===== src/rtl/ps2_mouse_packet_tracker_macros.svh =====
// assertion macros for the ps2 mouse packet tracker
// needs clk and arst_n in the scope of each use
`ifndef PS2_MOUSE_PACKET_TRACKER_MACROS_SVH
`define PS2_MOUSE_PACKET_TRACKER_MACROS_SVH

// same-cycle implication, off during reset
`define PMT_ASSERT_NOW(label, ante, cons, msg) \
	label: assert property (@(posedge clk) disable iff (!arst_n) (ante) |-> (cons)) \
		else $error(msg);

// next-cycle implication, off during reset
`define PMT_ASSERT_NEXT(label, ante, cons, msg) \
	label: assert property (@(posedge clk) disable iff (!arst_n) (ante) |=> (cons)) \
		else $error(msg);

`endif


===== src/rtl/pmt_pkg.sv =====
// package for the ps2 mouse packet tracker: widths, byte phase codes,
// header bit positions and the delta and clamp helpers; no dependencies
package pmt_pkg;

	localparam int COORD_BITS = 13;
	localparam int CFG_W      = 14;
	localparam int CFG_IDX_W  = 2;
	localparam int DELTA_W    = 10;
	localparam int SUM_W      = COORD_BITS + 2;
	localparam int LIM_W      = (CFG_W > COORD_BITS) ? CFG_W + 1 : COORD_BITS + 1;

	localparam logic [COORD_BITS-1:0] COORD_MAX = {COORD_BITS{1'b1}};

	// configuration register indexes
	localparam logic [CFG_IDX_W-1:0] REG_SCREEN_WIDTH  = 2'd0;
	localparam logic [CFG_IDX_W-1:0] REG_SCREEN_HEIGHT = 2'd1;

	localparam logic [CFG_W-1:0] SCREEN_WIDTH_RST  = 14'd1024;
	localparam logic [CFG_W-1:0] SCREEN_HEIGHT_RST = 14'd768;

	// byte phase codes
	localparam logic [1:0] PH_HEADER = 2'd0;
	localparam logic [1:0] PH_X      = 2'd1;
	localparam logic [1:0] PH_Y      = 2'd2;

	// header bit positions
	localparam int HDR_SYNC  = 3;
	localparam int HDR_XSIGN = 4;
	localparam int HDR_YSIGN = 5;
	localparam int HDR_XOVER = 6;
	localparam int HDR_YOVER = 7;

	// 9-bit two's complement delta widened to 10 bits, overflow adds 255 in its direction
	function automatic logic signed [DELTA_W-1:0] delta9(
		input logic [7:0] mag, input logic neg, input logic over);
		logic signed [DELTA_W-1:0] base;
		base = signed'({neg, neg, mag});
		if (!over)
			return base;
		else if (neg)
			return base - DELTA_W'(255);
		else
			return base + DELTA_W'(255);
	endfunction

	// upper limit of an axis: size minus one, zero for size zero,
	// saturated to the coordinate range
	function automatic logic [COORD_BITS-1:0] axis_limit(input logic [CFG_W-1:0] size);
		logic [LIM_W-1:0] m;
		m = LIM_W'(size) - LIM_W'(1);
		if (size == '0)
			return '0;
		else if (m > LIM_W'(COORD_MAX))
			return COORD_MAX;
		else
			return m[COORD_BITS-1:0];
	endfunction

	// saturate a signed sum into [0, hi]
	function automatic logic [COORD_BITS-1:0] clamp_axis(
		input logic signed [SUM_W-1:0] v, input logic [COORD_BITS-1:0] hi);
		if (v < 0)
			return '0;
		else if (v > signed'({2'b00, hi}))
			return hi;
		else
			return v[COORD_BITS-1:0];
	endfunction

endpackage


===== src/rtl/ps2_mouse_packet_tracker.sv =====
// ps2 mouse packet tracker top level: byte register, packet decode,
// cursor update and result register; uses pmt_pkg and the assertion macros
//
// channel   direction  handshake               payload
// in        in         in_valid / in_ready     rx_byte
// cfg       in         cfg_valid / cfg_ready   cfg_index, cfg_data
// out       out        out_valid / out_ready   cursor_x/y, prior_x/y, buttons
//
// one byte a cycle unless a y byte is held: a byte waits in the input
// register, then for a y byte the add and clamp logic updates the position
// and loads the result register as the y byte leaves the input register
// reset clears phase and position, arms the skip flag and sets 1024x768
// while a result waits, a y byte in the input register holds; other bytes pass
// cfg writes are always taken
`include "ps2_mouse_packet_tracker_macros.svh"

module ps2_mouse_packet_tracker
	import pmt_pkg::*;
(
	input  logic                  clk,
	input  logic                  arst_n,
	input  logic                  in_valid,
	output logic                  in_ready,
	input  logic [7:0]            rx_byte,
	input  logic                  cfg_valid,
	output logic                  cfg_ready,
	input  logic [CFG_IDX_W-1:0]  cfg_index,
	input  logic [CFG_W-1:0]      cfg_data,
	output logic                  out_valid,
	input  logic                  out_ready,
	output logic [COORD_BITS-1:0] cursor_x,
	output logic [COORD_BITS-1:0] cursor_y,
	output logic [COORD_BITS-1:0] prior_x,
	output logic [COORD_BITS-1:0] prior_y,
	output logic                  button_left,
	output logic                  button_right,
	output logic                  button_middle
);

	logic [CFG_W-1:0]      screen_width_q, screen_height_q;
	logic                  valid_s1;
	logic [7:0]            rx_byte_s1;
	logic [1:0]            phase_q;
	logic                  skip_q;
	logic [7:0]            header_q, x_byte_q;
	logic [COORD_BITS-1:0] pos_x_q, pos_y_q;
	logic                  out_valid_q;
	logic [COORD_BITS-1:0] cursor_x_q, cursor_y_q, prior_x_q, prior_y_q;
	logic [2:0]            buttons_q;

	logic                  is_y_byte, out_free, s1_fire, emit;
	logic signed [DELTA_W-1:0] dx, dy;
	logic signed [SUM_W-1:0]   sum_x, sum_y;
	logic [COORD_BITS-1:0] new_x, new_y;

	// configuration registers
	assign cfg_ready = 1'b1;

	always_ff @(posedge clk or negedge arst_n) begin
		if (!arst_n) begin
			screen_width_q  <= SCREEN_WIDTH_RST;
			screen_height_q <= SCREEN_HEIGHT_RST;
		end else if (cfg_valid) begin
			if (cfg_index == REG_SCREEN_WIDTH)
				screen_width_q <= cfg_data;
			else if (cfg_index == REG_SCREEN_HEIGHT)
				screen_height_q <= cfg_data;
		end
	end

	// stage control: only a y byte needs room in the result register
	assign is_y_byte = !skip_q && (phase_q == PH_Y);
	assign out_free  = !out_valid_q || out_ready;
	assign s1_fire   = valid_s1 && (!is_y_byte || out_free);
	assign emit      = s1_fire && is_y_byte;
	assign in_ready  = !valid_s1 || s1_fire;

	// input register
	always_ff @(posedge clk or negedge arst_n) begin
		if (!arst_n) begin
			valid_s1 <= 1'b0;
		end else if (in_ready) begin
			valid_s1 <= in_valid;
		end
	end

	always_ff @(posedge clk) begin
		if (in_ready && in_valid)
			rx_byte_s1 <= rx_byte;
	end

	// delta, add and clamp for the y byte
	assign dx    = delta9(x_byte_q, header_q[HDR_XSIGN], header_q[HDR_XOVER]);
	assign dy    = delta9(rx_byte_s1, header_q[HDR_YSIGN], header_q[HDR_YOVER]);
	assign sum_x = signed'({2'b00, pos_x_q}) + SUM_W'(dx);
	assign sum_y = signed'({2'b00, pos_y_q}) - SUM_W'(dy);
	assign new_x = clamp_axis(sum_x, axis_limit(screen_width_q));
	assign new_y = clamp_axis(sum_y, axis_limit(screen_height_q));

	// packet phase and position state
	always_ff @(posedge clk or negedge arst_n) begin
		if (!arst_n) begin
			phase_q  <= PH_HEADER;
			skip_q   <= 1'b1;
			header_q <= '0;
			x_byte_q <= '0;
			pos_x_q  <= '0;
			pos_y_q  <= '0;
		end else if (s1_fire) begin
			if (skip_q) begin
				skip_q <= 1'b0;
			end else begin
				unique case (phase_q)
					PH_X: begin
						x_byte_q <= rx_byte_s1;
						phase_q  <= PH_Y;
					end
					PH_Y: begin
						pos_x_q <= new_x;
						pos_y_q <= new_y;
						phase_q <= PH_HEADER;
					end
					default: begin
						if (rx_byte_s1[HDR_SYNC]) begin
							header_q <= rx_byte_s1;
							phase_q  <= PH_X;
						end else begin
							phase_q <= PH_HEADER;
						end
					end
				endcase
			end
		end
	end

	// result register
	always_ff @(posedge clk or negedge arst_n) begin
		if (!arst_n) begin
			out_valid_q <= 1'b0;
		end else if (emit) begin
			out_valid_q <= 1'b1;
		end else if (out_ready) begin
			out_valid_q <= 1'b0;
		end
	end

	always_ff @(posedge clk) begin
		if (emit) begin
			cursor_x_q <= new_x;
			cursor_y_q <= new_y;
			prior_x_q  <= pos_x_q;
			prior_y_q  <= pos_y_q;
			buttons_q  <= header_q[2:0];
		end
	end

	assign out_valid     = out_valid_q;
	assign cursor_x      = cursor_x_q;
	assign cursor_y      = cursor_y_q;
	assign prior_x       = prior_x_q;
	assign prior_y       = prior_y_q;
	assign button_left   = buttons_q[0];
	assign button_right  = buttons_q[1];
	assign button_middle = buttons_q[2];

	// checks
	`PMT_ASSERT_NEXT(a_y_byte_emits, valid_s1 && s1_fire && is_y_byte, out_valid_q,
		"y byte left the input register without a result")
	`PMT_ASSERT_NOW(a_result_tracks_pos, out_valid_q,
		cursor_x_q == pos_x_q && cursor_y_q == pos_y_q,
		"pending result differs from the stored position")
	`PMT_ASSERT_NEXT(a_y_byte_held, valid_s1 && is_y_byte && out_valid_q && !out_ready,
		valid_s1 && is_y_byte && $stable(pos_x_q) && $stable(pos_y_q),
		"y byte processed while the result register was full")

endmodule

===== config.mk =====
export PLATFORM = sky130hd
export DESIGN_NAME = ps2_mouse_packet_tracker
export DESIGN_NICKNAME = d
export VERILOG_FILES = /design/src/rtl/pmt_pkg.sv /design/src/rtl/ps2_mouse_packet_tracker.sv
export VERILOG_INCLUDE_DIRS = /design/src /design/src/rtl
export SDC_FILE = /design/constraint.sdc
export NUM_CORES = 1
export LEC_CHECK = 0
export BUFFER_PORTS_ARGS = -buffer_cell sky130_fd_sc_hd__buf_4
export CORE_MARGIN = 5
export CORE_UTILIZATION = 54
export DETAILED_ROUTE_END_ITERATION = 12
export PLACE_DENSITY = 0.76
export SLEW_MARGIN = 20
export SYNTH_ARGS = -nofsm -noshare
export SYNTH_HDL_FRONTEND = slang
export SYNTH_SLANG_ARGS = --single-unit
export TNS_END_PERCENT = 10

===== constraint.sdc =====
create_clock -name clk -period 5.33 [get_ports clk]
set_input_delay 0.533 -clock clk [delete_from_list [all_inputs] [get_ports clk]]
set_output_delay 0.533 -clock clk [all_outputs]
set_load 0.01 [all_outputs]

# [After elaboration in Yosys (flattened, before gate mapping)]
# Index checks and enable logic that the tools add are counted.
[word_totals] regBits=138 word_cells=74
[op_classes] add_sub_neg=8 reduce_logical=22 n_lt_le_gt_ge=6 n_mux=16 n_bitwise=3 eq_ne=3
[op_table] operator="$mux W13" n=8
[op_table] operator="$mux W10" n=4
[op_table] operator="$gt A15 B13 Y1 const B" n=2
[op_table] operator="$gt A15 B14 Y1" n=2
[op_table] operator="$lt A15 B1 Y1 const B" n=2
[op_table] operator="$sub A14 B1 Y15 const B" n=2
[op_table] operator="$logic_not A14 Y1" n=2
[op_table] operator="$add A9 B9 Y10 const B" n=2
[op_table] operator="$sub A9 B9 Y10 const B" n=2
[op_table] operator="$add A14 B10 Y15" n=1
[op_table] operator="$sub A14 B10 Y15" n=1
[op_table] operator="$reduce_and A3 Y1" n=3
[op_table] operator="$eq A2 B1 Y1 const B" n=2
[op_table] operator="$logic_and A1 B1 Y1" n=4
[op_table] operator="$logic_not A1 Y1" n=4
[op_table] operator="$pmux W2 S2" n=1
[op_table] operator="$reduce_and A2 Y1" n=2
[op_table] operator="$reduce_and A4 Y1" n=1
[op_table] operator="$logic_or A1 B1 Y1" n=3
[op_table] operator="$mux W1" n=3
[op_table] operator="$not A1 Y1" n=3
[op_table] operator="$eq A2 B2 Y1 const B" n=1
[op_table] operator="$logic_not A2 Y1" n=1
[op_table] operator="$reduce_bool A2 Y1" n=1
[op_table] operator="$reduce_or A2 Y1" n=1

# [Depth between registers and ports, before layout]
[depth] word_depth=7 depth_mapped=26 depth_no_buf=25

# [Least setup slack after synthesis]
# No wires, ideal clock.
[synth_timing] path_type="flip-flop to flip-flop" start="register header_q[5]" end="register cursor_y_q[0] (netlist: cursor_y[0]), data pin" stages_incl_launch_ff=27 period_less_slack_ns=5.513 path_slack_ns=-0.183 setup_ns=0.266 arrival_ns=5.247 path_cell_list="dfrtp_1 inv_1 ha_1 a21o_1 a21oi_1 o21ai_0 a21oi_1 o21bai_1 a21oi_1 xnor2_1 mux2i_1 ha_1 a21oi_1 nand2_1 a22oi_1 nand2_1 nor2_1 xnor2_1 ha_1 and4_1 a2111oi_0 o211a_1 o21ai_0 mux2i_1 buf_2 mux2i_1 nor2_1"
[synth_between] elab_chain_len=7 elab_cells_between_ends=9
[synth_rtl] item="from (decl)" line_no="ps2_mouse_packet_tracker.sv:45" rtl="logic [7:0] header_q, x_byte_q;"
[synth_rtl] item="from (signal assigned)" line_no="ps2_mouse_packet_tracker.sv:125" rtl="header_q <= rx_byte_s1;"
[synth_rtl] item="$add A9 B9 Y10 / $sub A9 B9 Y10 (equally long branches)" line_no="pmt_pkg.sv:43, pmt_pkg.sv:41"
[synth_rtl] item="$mux W10" line_no="pmt_pkg.sv:40" rtl="else if (neg)"
[synth_rtl] item="$mux W10 *" line_no="pmt_pkg.sv:38" rtl="if (!over)"
[synth_rtl] item="$sub A14 B10 Y15 *" line_no="ps2_mouse_packet_tracker.sv:96" rtl="assign sum_y = signed'({2'b00, pos_y_q}) - SUM_W'(dy);"
[synth_rtl] item="$gt A15 B14 Y1" line_no="pmt_pkg.sv:64" rtl="else if (v > signed'({2'b00, hi}))"
[synth_rtl] item="$mux W13" line_no="pmt_pkg.sv:64"
[synth_rtl] item="$mux W13 *" line_no="pmt_pkg.sv:62" rtl="if (v < 0)"
[synth_rtl] item="net new_y[0]" line_no="ps2_mouse_packet_tracker.sv:54" rtl="logic [COORD_BITS-1:0] new_x, new_y;"
[synth_rtl] item="to (signal assigned)" line_no="ps2_mouse_packet_tracker.sv:150" rtl="cursor_y_q <= new_y;"
[synth_rtl] item="to (decl)" line_no="ps2_mouse_packet_tracker.sv:48" rtl="logic [COORD_BITS-1:0] cursor_x_q, cursor_y_q, prior_x_q, prior_y_q;"
# The timed path passes the listed nets; every way through them passes the cells marked *.
# A chain may end at the register's enable or synchronous reset.

# [Final worst setup path]
[layout_timing] start="register header_q[4]" end="register cursor_x_q[3] (netlist: cursor_x[3]), data pin"
[layout_between] elab_chain_len=7 elab_cells_between_ends=9
[layout_rtl] item="$add A9 B9 Y10 / $sub A9 B9 Y10 (equally long branches)" line_no="pmt_pkg.sv:43, pmt_pkg.sv:41"
[layout_rtl] item="$mux W10" line_no="pmt_pkg.sv:40"
[layout_rtl] item="$mux W10 *" line_no="pmt_pkg.sv:38"
[layout_rtl] item="$add A14 B10 Y15 *" line_no="ps2_mouse_packet_tracker.sv:95" rtl="assign sum_x = signed'({2'b00, pos_x_q}) + SUM_W'(dx);"
[layout_rtl] item="$gt A15 B14 Y1" line_no="pmt_pkg.sv:64"
[layout_rtl] item="$mux W13" line_no="pmt_pkg.sv:64"
[layout_rtl] item="$mux W13 *" line_no="pmt_pkg.sv:62"
[layout_rtl] item="net new_x[3]" line_no="ps2_mouse_packet_tracker.sv:54"
[layout_rtl] item="to (signal assigned)" line_no="ps2_mouse_packet_tracker.sv:149" rtl="cursor_x_q <= new_x;"
[layout_rtl] item="to (decl)" line_no="ps2_mouse_packet_tracker.sv:48"
# Marked as above.

==> flow_summary.yaml <==
timing:
  relSlewSlack_pct: 26.0
  worst_slew_pin_slew_ns: 1.10
  hold_viol: 0
  whs_ns: 0.121
  min_period_over_period_pct: 96.5
  setup_ws_ns: 0.185
  finalCriticalPeriod_ns: 5.15
  clock.fmax_mhz: 194
  skew_ns: 0.0109
  slew_violations: 0
  setup_viol: 0
floorplanning:
  die-area_sq_mm: 0.0184
  die_h_um: 136
  start_util_pct: 54.4
  fp-row-count: 46
  fp.dieW_um: 136
  core_area_sq_mm: 0.0157
  io_pins: 87
detailed_routing:
  wl_um: 21000
  drt-vias-per-instance: 5.75
  ant_nets: 0
  drt-initial-drc-count: 439
  drc: 0
  wl_per_cell_um: 17.9
  vias: 6747
  dr.pass1.iters: 5
grt:
  grt_pass1_vias: 6453
  grt_usage_pct: 23.2
  overflow: 0
  grt_pass1_wl_um: 33300
  grt_max_degree: 75
  antenna_found_initial: 0
run_status:
  run_status: "completed"
yosys:
  yosys_warnings: 0
  synth_cell_types: 64
  yosys.area_share.adder_pct: 11.6
  synth_edf_count: 63
  synth_top_family_by_area: "compound AO/OA/AOI/OAI gates"
  synthXorXnorAreaFrac_pct: 5.43
  syn_avg_cell_area_sq_um: 10.3
  synth-seq-area-share_pct: 43.9
  async_flop_share_pct: 54.0
  synth_seq_cells: 137
  synthFlopType: "dfrtp_1"
  synth_nets: 933
  syn_inst: 827
  synth_compound_area_share_pct: 14.2
  synthMuxAreaShare_pct: 8.07
  synth_area_sq_mm: 0.00855
  synth_simple_gate_area_share_pct: 13.2
clock_tree:
  cts_tree: "done"
  holdBufCountCts: 0
  clk_latency_ns: 0.43
  root_buffer: "clkbuf_16"
  cts_sinks: 137
  clk_pin_slew_ns: 0.06
  clock_path_buffers: 2
  cts_buffers: 17
  h-tree-depth: 4
worst_setup_path:
  reg2reg_to: "cursor_x[3]$_DFFE_PP_"
  cp-start-kind: "register"
  timing.rr.start: "header_q[4]$_DFFE_PN0P_"
  crit_top_cell: "ha_1"
  r2r_slack_ns: 0.18
  critPathMaxStageDelay_ns: 0.38
  ff2ff_path_depth: 25
  crit_arrival_ns: 5.41
  cp.required_ns: 5.59
  critPathMaxFanout: 7
  slowest_stage: "dfrtp_1"
  end_kind: "register"
  critical_path_class: "reg2reg"
place:
  io_buffers: 85
  dp_slack_ns: -0.0540
  hpwlAfterDp_um: 14900
  place.gp.congestion: 0.863
finish:
  diodes: 0
  regArea_sq_mm: 0.00375
  drive_gt1_share_pct: 27.2
  multi_input_area_sq_mm: 0.00475
  layout.nets: 1050
  fillCellCount: 1214
  area_growth_syn_to_layout_pct: 23.2
worst_hold_path:
  min_path_type: "in2async"
job:
  max-cap-violations: 0
## cells in the final DEF, fill, tap and decap left out, types with 6 or more instances in the layout
cell type  Yosys  layout
buf_4          1     120
dfrtp_1       70      70
ha_1          73      69
edfxtp_1      63      63
nand2_1       58      58
nor2_1        58      54
a21oi_1       59      49
inv_1         51      48
o21ai_0       50      47
mux2_2        47      46
xnor2_1       39      37
nand4_1       18      18
clkbuf_16      0      17
a21o_1        16      16
xor2_1        14      14
nand3_1       14      14
nor2b_1       13      13
nand2b_1      12      12
a21oi_2        2      12
nor3_1        13      12
o21bai_1       9       9
mux2i_1       16       9
o21a_1         8       8
or3_1          8       8
nor4_1         7       7
and3_1         7       6
mux2i_2        0       6
## metal layers
metal  track usage (%)  vias up  wire (um)
li1                  -     3253          -
met1              33.0     3264       9530
met2              35.8      200       9850
met3              4.03       30       1180
met4              8.51        0        461
met5                 0        -          0
## cell usage after synthesis, types with 3 or more instances
cell type	count	area, sq um
nor3_1	13	65.1
nand2_1	58	218
nor3b_1	3	22.5
or3_1	8	50.1
a21oi_1	59	295
a21o_1	16	120
mux2i_1	16	160
a31o_2	3	26.3
fa_1	4	80.1
nor4_1	7	43.8
nand4_1	18	113
buf_1	3	11.3
nand3b_1	4	30.0
clkbuf_1	20	75.1
xnor2_1	39	342
nand3_1	14	70.1
o21a_1	8	60.1
o21bai_1	9	67.6
dfstp_2	4	105
dfrtp_1	70	1750
nand2b_1	12	75.1
ha_1	73	913
nor2b_1	13	81.3
and3_1	7	43.8
nor2_1	58	218
xor2_1	14	123
o211ai_1	5	37.5
o31ai_1	3	22.5
o21ai_0	50	250
a21boi_0	3	22.5
edfxtp_1	63	1890
o22ai_1	5	31.3
mux2_2	47	529
inv_1	51	191
o311ai_0	4	35.0
o32ai_1	4	35.0
## state kept, by name, summed over array words and instances (netlist names), 2 cells and up
| signal | count |
|---|---|
| screen_height_q | 14 |
| screen_width_q | 14 |
| cursor_x | 13 |
| cursor_y | 13 |
| pos_x_q | 13 |
| pos_y_q | 13 |
| prior_x | 13 |
| prior_y | 13 |
| rx_byte_s1 | 8 |
| x_byte_q | 8 |
| header_q | 7 |
| buttons_q | 3 |
| phase_q | 2 |
## cells by family (layout without fill, tap and decap cells)
| family | after synthesis | after routing |
|---|---|---|
| adders and majority gates | 77 | 77 |
| buffers and inverters | 78 | 208 |
| muxes | 63 | 63 |
| and+or+nand+nor | 225 | 225 |
| xor gates and xnor gates | 53 | 53 |
| other | 1 | 1 |
| AOI/OAI and AO/OA | 193 | 193 |
| DFF | 137 | 137 |
## how the worst max path moves through the flow
stage	startpoint	endpoint	slack [ns]	depth (start not counted)
global route	header_q[4]$_DFFE_PN0P_	pos_x_q[12]$_DFFE_PN0P_	-0.05	25
floorplan	header_q[5]$_DFFE_PN0P_	cursor_y[0]$_DFFE_PP_	0.01	26
CTS	x_byte_q[1]$_DFFE_PN0P_	cursor_x[4]$_DFFE_PP_	0.009	24
finish	header_q[4]$_DFFE_PN0P_	cursor_x[3]$_DFFE_PP_	0.18	25
global placement	header_q[5]$_DFFE_PN0P_	cursor_y[7]$_DFFE_PP_	0.07	26
detailed placement	rx_byte_s1[1]$_DFFE_PP_	cursor_y[7]$_DFFE_PP_	-0.05	25
## layout make-up
| class | count | area share [%] |
|---|---|---|
| Multi-Input combinational cell | 612 | 45.1 |
| Sequential cell | 137 | 35.6 |
| Timing Repair Buffer | 125 | 9.13 |
| Clock buffer | 18 | 4.08 |
| Tap cell | 216 | 2.57 |
| Inverter | 51 | 1.82 |
| Clock inverter | 14 | 1.70 |
## repair_timing
action,4_1_cts,5_1_grt
gates resized for setup,9,51
buffers inserted,1,7
gates cloned,1,0
endpoints found under the setup margin,29,52
pin swaps,1,32
## through the flow
stage	cells	utilization (%)	setup TNS [ns]	area, sq um
6_report	1173	67.0	0	10500
5_1_grt	1173	67.0	-0.591	10500
3_5_place_dp	1132	61.0	-0.372	9590
3_3_place_gp	1132	61.0	0	9590
2_1_floorplan	827	-	0	8550
4_1_cts	1166	65.1	0	10200
## critical path: cells and delay by family (launching register included)
| family | cells | cell delay (ns) |
|---|---|---|
| AO/OA/AOI/OAI | 9 | 1.67 |
| XOR/XNOR | 2 | 0.26 |
| adder cells (fa/ha/maj) | 3 | 0.91 |
| buffers and inverters | 4 | 0.52 |
| flip-flops | 1 | 0.38 |
| multiplexers | 1 | 0.27 |
| AND/OR/NAND/NOR | 6 | 0.95 |
Power is left out: the tool's default activity adds up to more than one toggle a clock period on the data nets, which glitch-free logic cannot reach.
